<file path="src/rtl/dart_pkg.sv">
// ----------------------------------------------------------------------------
// dart_pkg
// types, codes and the rate table of the divider and reload timer
// ----------------------------------------------------------------------------
package dart_pkg;

  localparam int unsigned CyclesW   = 6;
  localparam int unsigned ByteW     = 8;
  localparam int unsigned CtrlW     = 3;
  localparam int unsigned CountdnW  = 11;  // holds up to 1024
  localparam int unsigned TdataInW  = 16;
  localparam int unsigned TuserInW  = 2;
  localparam int unsigned TdataOutW = 8;
  localparam int unsigned TuserOutW = 1;

  localparam logic [CountdnW-1:0] CountdnReset = 11'd1024;

  typedef enum logic [1:0] {
    OP_ADVANCE = 2'd0,
    OP_READ    = 2'd1,
    OP_WRITE   = 2'd2
  } op_e;

  typedef enum logic [1:0] {
    REG_DIV    = 2'd0,
    REG_COUNT  = 2'd1,
    REG_RELOAD = 2'd2,
    REG_CTRL   = 2'd3
  } reg_sel_e;

  localparam int unsigned CtrlEnBit = 2;

  typedef struct packed {
    logic [7:0]         write_data;
    logic [1:0]         reg_select;
    logic [CyclesW-1:0] elapsed_cycles;
    logic [1:0]         opcode;
  } item_t;

  typedef struct packed {
    logic             timer_irq;
    logic [ByteW-1:0] read_data;
  } result_t;

  function automatic logic [CountdnW-1:0] period_of(input logic [1:0] rate);
    logic [CountdnW-1:0] p;
    unique case (rate)
      2'd0:    p = 11'd1024;
      2'd1:    p = 11'd16;
      2'd2:    p = 11'd64;
      default: p = 11'd256;
    endcase
    return p;
  endfunction

endpackage

</file>
<file path="src/rtl/divider_and_reload_timer.sv">
// ----------------------------------------------------------------------------
// divider_and_reload_timer
// divider, timer count, reload and control registers driven by an item stream
// ----------------------------------------------------------------------------
// Items enter on the s_axis channel: tuser carries the opcode (advance, read,
// write), tdata the elapsed cycles, register select and write byte. Every item
// gives exactly one beat on the m_axis channel: tdata is the read byte (zero
// unless a read), tuser the overflow interrupt of an advance.
// An accepted item is held in the input register, is applied to the timer
// registers when the update stage steps and lands in the output register as
// it does so; its result is shown from there. One item per cycle is sustained
// while the receiver takes the results; the single update stage allows this,
// since each item sees the registers that the item before it left.
// Reset clears both stages and puts the timer registers at zero with the
// rate down-counter at 1024. When the receiver stalls, the result waits in
// the output register and one more item is still taken into the input
// register; only then does s_axis_tready_o drop.
// ----------------------------------------------------------------------------
module divider_and_reload_timer (
  input  logic                            clk_i,
  input  logic                            rst_ni,
  input  logic                            s_axis_tvalid_i,
  output logic                            s_axis_tready_o,
  // [5:0] elapsed_cycles, [7:6] reg_select, [15:8] write_data
  input  logic [dart_pkg::TdataInW-1:0]   s_axis_tdata_i,
  // [1:0] opcode
  input  logic [dart_pkg::TuserInW-1:0]   s_axis_tuser_i,
  output logic                            m_axis_tvalid_o,
  input  logic                            m_axis_tready_i,
  // [7:0] read_data
  output logic [dart_pkg::TdataOutW-1:0]  m_axis_tdata_o,
  // [0] timer_irq
  output logic [dart_pkg::TuserOutW-1:0]  m_axis_tuser_o
);

  logic              in_valid_q;
  dart_pkg::item_t   in_item_q;
  logic              out_valid_q;
  dart_pkg::result_t out_res_q;
  dart_pkg::result_t core_res;
  logic              step;
  logic              in_take;

  // the update stage moves when the output register is free or being emptied
  assign step            = in_valid_q && (!out_valid_q || m_axis_tready_i);
  assign s_axis_tready_o = !in_valid_q || step;
  assign in_take         = s_axis_tvalid_i && s_axis_tready_o;

  always_ff @(posedge clk_i or negedge rst_ni) begin
    if (!rst_ni) begin
      in_valid_q <= 1'b0;
    end else if (s_axis_tready_o) begin
      in_valid_q <= s_axis_tvalid_i;
    end
  end

  always_ff @(posedge clk_i) begin
    if (in_take) begin
      in_item_q.opcode         <= s_axis_tuser_i;
      in_item_q.elapsed_cycles <= s_axis_tdata_i[5:0];
      in_item_q.reg_select     <= s_axis_tdata_i[7:6];
      in_item_q.write_data     <= s_axis_tdata_i[15:8];
    end
  end

  dart_core u_core (
    .clk_i  (clk_i),
    .rst_ni (rst_ni),
    .step_i (step),
    .item_i (in_item_q),
    .res_o  (core_res)
  );

  always_ff @(posedge clk_i or negedge rst_ni) begin
    if (!rst_ni) begin
      out_valid_q <= 1'b0;
    end else if (step) begin
      out_valid_q <= 1'b1;
    end else if (m_axis_tready_i) begin
      out_valid_q <= 1'b0;
    end
  end

  always_ff @(posedge clk_i) begin
    if (step) begin
      out_res_q <= core_res;
    end
  end

  assign m_axis_tvalid_o = out_valid_q;
  assign m_axis_tdata_o  = out_res_q.read_data;
  assign m_axis_tuser_o  = out_res_q.timer_irq;

endmodule

</file>
<file path="src/rtl/dart_core.sv">
// ----------------------------------------------------------------------------
// dart_core
// timer registers and the single-pass update for one item
// ----------------------------------------------------------------------------
module dart_core (
  input  logic             clk_i,
  input  logic             rst_ni,
  input  logic             step_i,
  input  dart_pkg::item_t  item_i,
  output dart_pkg::result_t res_o
);

  logic [dart_pkg::ByteW-1:0]    prescale_q, prescale_d;
  logic [dart_pkg::ByteW-1:0]    divider_q, divider_d;
  logic [dart_pkg::CountdnW-1:0] countdn_q, countdn_d;
  logic [dart_pkg::ByteW-1:0]    count_q, count_d;
  logic [dart_pkg::ByteW-1:0]    reload_q, reload_d;
  logic [dart_pkg::CtrlW-1:0]    ctrl_q, ctrl_d;

  logic [dart_pkg::ByteW:0]      acc;
  logic [dart_pkg::CtrlW-1:0]    new_ctrl;
  dart_pkg::op_e                 op;
  dart_pkg::reg_sel_e            sel;

  assign op  = dart_pkg::op_e'(item_i.opcode);
  assign sel = dart_pkg::reg_sel_e'(item_i.reg_select);

  always_comb begin
    prescale_d = prescale_q;
    divider_d  = divider_q;
    countdn_d  = countdn_q;
    count_d    = count_q;
    reload_d   = reload_q;
    ctrl_d     = ctrl_q;
    res_o      = '0;
    acc        = {1'b0, prescale_q} + {3'b000, item_i.elapsed_cycles};
    new_ctrl   = item_i.write_data[dart_pkg::CtrlW-1:0];

    case (op)
      dart_pkg::OP_ADVANCE: begin
        // carry out of the prescaler is one divider tick, remainder kept
        prescale_d = acc[dart_pkg::ByteW-1:0];
        if (acc[dart_pkg::ByteW]) begin
          divider_d = divider_q + 8'd1;
        end
        if (ctrl_q[dart_pkg::CtrlEnBit]) begin
          if (countdn_q <= {5'b00000, item_i.elapsed_cycles}) begin
            countdn_d = dart_pkg::period_of(ctrl_q[1:0]);
            if (count_q == 8'hff) begin
              count_d         = reload_q;
              res_o.timer_irq = 1'b1;
            end else begin
              count_d = count_q + 8'd1;
            end
          end else begin
            countdn_d = countdn_q - {5'b00000, item_i.elapsed_cycles};
          end
        end
      end
      dart_pkg::OP_READ: begin
        unique case (sel)
          dart_pkg::REG_DIV:    res_o.read_data = divider_q;
          dart_pkg::REG_COUNT:  res_o.read_data = count_q;
          dart_pkg::REG_RELOAD: res_o.read_data = reload_q;
          default:              res_o.read_data = {5'b00000, ctrl_q};
        endcase
      end
      dart_pkg::OP_WRITE: begin
        unique case (sel)
          dart_pkg::REG_DIV:    divider_d = '0;
          dart_pkg::REG_COUNT:  count_d   = item_i.write_data;
          dart_pkg::REG_RELOAD: reload_d  = item_i.write_data;
          default: begin
            // a changed rate select restarts the down-counter
            if (new_ctrl[1:0] != ctrl_q[1:0]) begin
              countdn_d = dart_pkg::period_of(new_ctrl[1:0]);
            end
            ctrl_d = new_ctrl;
          end
        endcase
      end
      default: ;
    endcase
  end

  always_ff @(posedge clk_i or negedge rst_ni) begin
    if (!rst_ni) begin
      prescale_q <= '0;
      divider_q  <= '0;
      countdn_q  <= dart_pkg::CountdnReset;
      count_q    <= '0;
      reload_q   <= '0;
      ctrl_q     <= '0;
    end else if (step_i) begin
      prescale_q <= prescale_d;
      divider_q  <= divider_d;
      countdn_q  <= countdn_d;
      count_q    <= count_d;
      reload_q   <= reload_d;
      ctrl_q     <= ctrl_d;
    end
  end

endmodule

</file>
<file path="config.mk">
export PLATFORM = sky130hd
export DESIGN_NAME = divider_and_reload_timer
export DESIGN_NICKNAME = d
export VERILOG_FILES = /design/src/rtl/dart_pkg.sv /design/src/rtl/divider_and_reload_timer.sv /design/src/rtl/dart_core.sv
export SDC_FILE = /design/constraint.sdc
export NUM_CORES = 1
export LEC_CHECK = 0
export BUFFER_PORTS_ARGS = -buffer_cell sky130_fd_sc_hd__buf_2
export CORE_AREA = 4 4 103 86
export DETAILED_ROUTE_END_ITERATION = 8
export DIE_AREA = 0 0 107 90
export PLACE_DENSITY = 0.79
export SLEW_MARGIN = 20
export SYNTH_ARGS = -nofsm -noshare
export SYNTH_HDL_FRONTEND = slang
export SYNTH_SLANG_ARGS = --single-unit
</file>
<file path="constraint.sdc">
create_clock -name clk_i -period 2.3 [get_ports clk_i]
set_input_delay 0.115 -clock clk_i [delete_from_list [all_inputs] [get_ports clk_i]]
set_output_delay 0.115 -clock clk_i [all_outputs]
set_load 0.02 [all_outputs]
</file>
==> results.tsv <==
stage	metric	value	unit
status	run status	complete, no violations	
die	initial core utilization	53.1	%
logic_synthesis	xor and xnor fraction of the mapped netlist area	2.97	%
placement	HPWL Detailed	6.76	mm
logic_synthesis	proportion of netlist area held by the largest area contributor	28.5	%
logic_synthesis	most numerous cell types in the synthesized netlist	47 x sky130_fd_sc_hd__dfrtp_1, 38 x sky130_fd_sc_hd__nand2_1, 27 x sky130_fd_sc_hd__edfxtp_1	
clocking	CTS H-Tree Depth	3	
worst_setup_path	Buffers & Inverters on Critical Path	1	
grt	total track usage	21.3	%
routing	ANT nets after route	0	
final_layout	Layout area overhead	21.0	%
final_layout	Final Non-Filler Cells	571	
logic_synthesis	count of yosys warnings during synthesis	0	
placement	Cells after DPL	534	
logic_synthesis	dominant combinational cell family by area after synthesis	simple AND/OR/NAND/NOR gates	
routing	drt wl/cell	17.0	um
worst_setup_path	cell at the slowest stage of the critical path	sky130_fd_sc_hd__or3_2	
grt	vias in the first global route	3239	
grt	global route total overflow	0	
power_and_ir_drop	Power Dens Cells	1040	nW/um^2
timing	worst-case hold slack	137	ps
timing	final critical-path share of the clock period	96.5	%
logic_synthesis	post-synthesis mux area share	9.92	%
clocking	number of sinks driven by the clock tree	75	
timing	Final Hold Fails	0	
die	Core Footprint	7760	um^2
routing	1st-pass router iterations	5	
logic_synthesis	Avg Inst Size Synth	10.7	um^2
routing	iteration-0 DRC count of the detailed router	423	
logic_synthesis	top flip-flop cell by instance count after synthesis	sky130_fd_sc_hd__dfrtp_1	
worst_setup_path	Worst Path Max Fanout	6	
routing	Final Routed Wirelength	9.70	mm
clocking	TritonCTS clock tree	done	
routing	average vias per placed instance	5.84	
die	DIE HEIGHT	90	um
timing	Min Clock Period, post-route	2220	ps
clocking	CTS root buffer	sky130_fd_sc_hd__clkbuf_8	
power_and_ir_drop	reported leakage power	2.13	nW
timing	Least-Margin Pin Slew	955	ps
logic_synthesis	Unique masters post-synth	60	
final_layout	post-route cell area	4990	um^2
final_layout	share of final-layout standard cells stronger than drive strength 1	22.9	%
worst_setup_path	cell-by-cell trace of the critical path	inv_1 > ha_1 > a21o_1 > a2111oi_4 > a21oi_2 > or3_2 > o211ai_1	
logic_synthesis	largest cells by area after synthesis	sky130_fd_sc_hd__dfrtp_1 29%, sky130_fd_sc_hd__edfxtp_1 20%, sky130_fd_sc_hd__mux2_2 4.6%	
worst_setup_path	Worst EP arrival	2480	ps
worst_setup_path	CP peak stage delay	470	ps
timing	unrepaired setup endpoints after global routing	yes	
clocking	clock slew at the register clock pins of the worst setup and hold paths	80	ps
grt	number of antenna violations at the first check in global routing	0	
die	horizontal die dimension	107	um
timing	final setup skew	10.7	ps
final_layout	number of filler cells placed in the layout	602	
die	standard-cell rows	29	
logic_synthesis	Synth Instances	385	
timing	total negative setup slack	0	ps
logic_synthesis	most frequent cell after synthesis	sky130_fd_sc_hd__dfrtp_1	
final_layout	Layout Utilization	64.3	%
worst_hold_path	type of the tightest min-delay check	primary input to flop	
job	number of max-cap violations	0	
placement	RePlAce Congestion	0.940	
clocking	maximum count of clock buffers along a single path	2	
placement	pre-CTS setup slack	-37.3	ps
power_and_ir_drop	worst voltage drop across the vdd grid	405	uV
worst_setup_path	data required time of the critical path	2560	ps
timing	final count of pins violating max slew	0	
worst_setup_path	critical path start-end classification	flop to flop	
worst_setup_path	cell type group with the largest total delay on the critical path	compound AO/OA/AOI/OAI gates	
logic_synthesis	Cell Area, Synth	4130	um^2
logic_synthesis	post-synthesis sequential element count	75	
timing	Worst slew margin	36.4	%
final_layout	n_diodes	0	
final_layout	NumNets Final	496	
placement	total cell area at the placement stage	4520	um^2
clocking	TritonCTS Buffers	9	
worst_setup_path	endpoint class of the critical path	flop	
logic_synthesis	adder-cell share of the synthesized area	5.22	%
logic_synthesis	proportion of register bits with asynchronous set or reset after synthesis	64.0	%
placement	number of buffers inserted by port buffering	32	
logic_synthesis	simple-gate portion of the synthesized area	17.1	%
logic_synthesis	share of the yosys chip area belonging to registers	48.8	%
logic_synthesis	synthesized-area fraction occupied by ao, oa, aoi and oai cells	13.8	%
power_and_ir_drop	total chip power	5.19	mW
die	total die area	9630	um^2
routing	DR vias	3332	
clocking	insertion delay to the later sink of the worst-skew pair	360	ps
timing	post-route worst setup slack	81.0	ps
logic_synthesis	synthesized net count	423	
logic_synthesis	number of flops mapped to enable cells by yosys	27	
timing	Setup Viol. Count Final	0	
logic_synthesis	largest area contributor in the synthesized netlist	sky130_fd_sc_hd__dfrtp_1	
grt	first-pass GRT wire length	16.3	mm
worst_setup_path	kind of start point of the critical path	flop	
die	I/O pin cnt	33	
routing	number of DRC violations after detailed routing	0	
grt	largest net degree at the start of global routing	27	
timing	highest achievable clock rate	0.451	GHz
final timing paths:
check / startpoint / end / slack [ps] / depth (start not counted)
worst min register to register: u_core.countdn_q[0] / u_core.countdn_q[0] / 490 / 2
worst min-delay path: m_axis_tready_i / m_axis_tvalid_o / 140 / 3
max in group asynchronous: rst_ni / u_core.divider_q[5] / 1730 / 3
worst max register to register: in_item_q[6] / u_core.countdn_q[8] / 80 / 7
worst max-delay path: in_item_q[6] / u_core.countdn_q[8] / 80 / 7
min in group asynchronous: rst_ni / u_core.countdn_q[6] / 270 / 3
registers in the layout, indices dropped and copies added (netlist names):
signal             flops
in_item_q             18
in_valid_q             1
m_axis_tdata_o         8
m_axis_tuser_o         1
m_axis_tvalid_o        1
u_core.count_q         8
u_core.countdn_q      11
u_core.ctrl_q          3
u_core.divider_q       8
u_core.prescale_q      8
u_core.reload_q        8
routing by layer:
layer  track usage [%]  vias to the layer above  routed length (um)
met5                 0                        -                   0
met4              7.35                        0                 191
met3              4.94                       19                 607
met2              32.3                      109                4420
met1              30.1                     1625                4470
li1                  -                     1579                   -
power breakdown:
part           leakage [nW]  switching [mW]  internal, mW
sequential            0.863           0.377          1.73
combinational          1.16           0.995         0.928
clock                 0.113           0.492         0.669
total                  2.13            1.86          3.33
placed cells by master (no fill, tap or decap), types with 8 or more instances in the layout:
master                          synthesis  layout
sky130_fd_sc_hd__a21oi_1               24      22
sky130_fd_sc_hd__buf_2                  2      32
sky130_fd_sc_hd__buf_4                  0      20
sky130_fd_sc_hd__clkbuf_8               0      11
sky130_fd_sc_hd__dfrtp_1               47      47
sky130_fd_sc_hd__dlygate4sd3_1          0      20
sky130_fd_sc_hd__edfxtp_1              27      27
sky130_fd_sc_hd__ha_1                  14      14
sky130_fd_sc_hd__inv_1                 13      13
sky130_fd_sc_hd__mux2_2                17      17
sky130_fd_sc_hd__mux2i_1               15      15
sky130_fd_sc_hd__nand2_1               38      38
sky130_fd_sc_hd__nand3_1               14      14
sky130_fd_sc_hd__nor2_1                21      21
sky130_fd_sc_hd__nor2b_1                8       8
sky130_fd_sc_hd__nor3_1                 9       9
sky130_fd_sc_hd__o21ai_0               26      26
sky130_fd_sc_hd__xnor2_1                8       8
area by class of cell:
class	instances	area, um^2	area share (%)
inverter	13	48.8	0.978
sequential	75	2010	40.3
timing repair buffer	72	510	10.2
clock inverter	4	72.6	1.45
clock buffer	12	155	3.11
multi-input combinational	287	2050	41.2
tap	108	135	2.71
tightest hold or removal path, delay by kind of cell:
kind                   cells  cell delay [ps]
and+or+nand+nor            2              240
buffers and inverters      1              100
what timing repair did:
action,in CTS,in global routing
endpoints found under the hold margin,66,0
gates resized for setup,1,6
pin swaps,1,3
hold buffers,20,0
setup buffers,1,0
setup endpoints to repair,4,16
logic make-up (layout without fill, tap and decap cells):
family	count (synthesis)	in the layout
DFF	75	75
xor gates and xnor gates	14	14
buffers and inverters	23	101
AOI/OAI and AO/OA	88	88
and+or+nand+nor	134	134
muxes	35	35
adders and majority gates	16	16
Note: power is estimated with default switching activity, not from simulation.
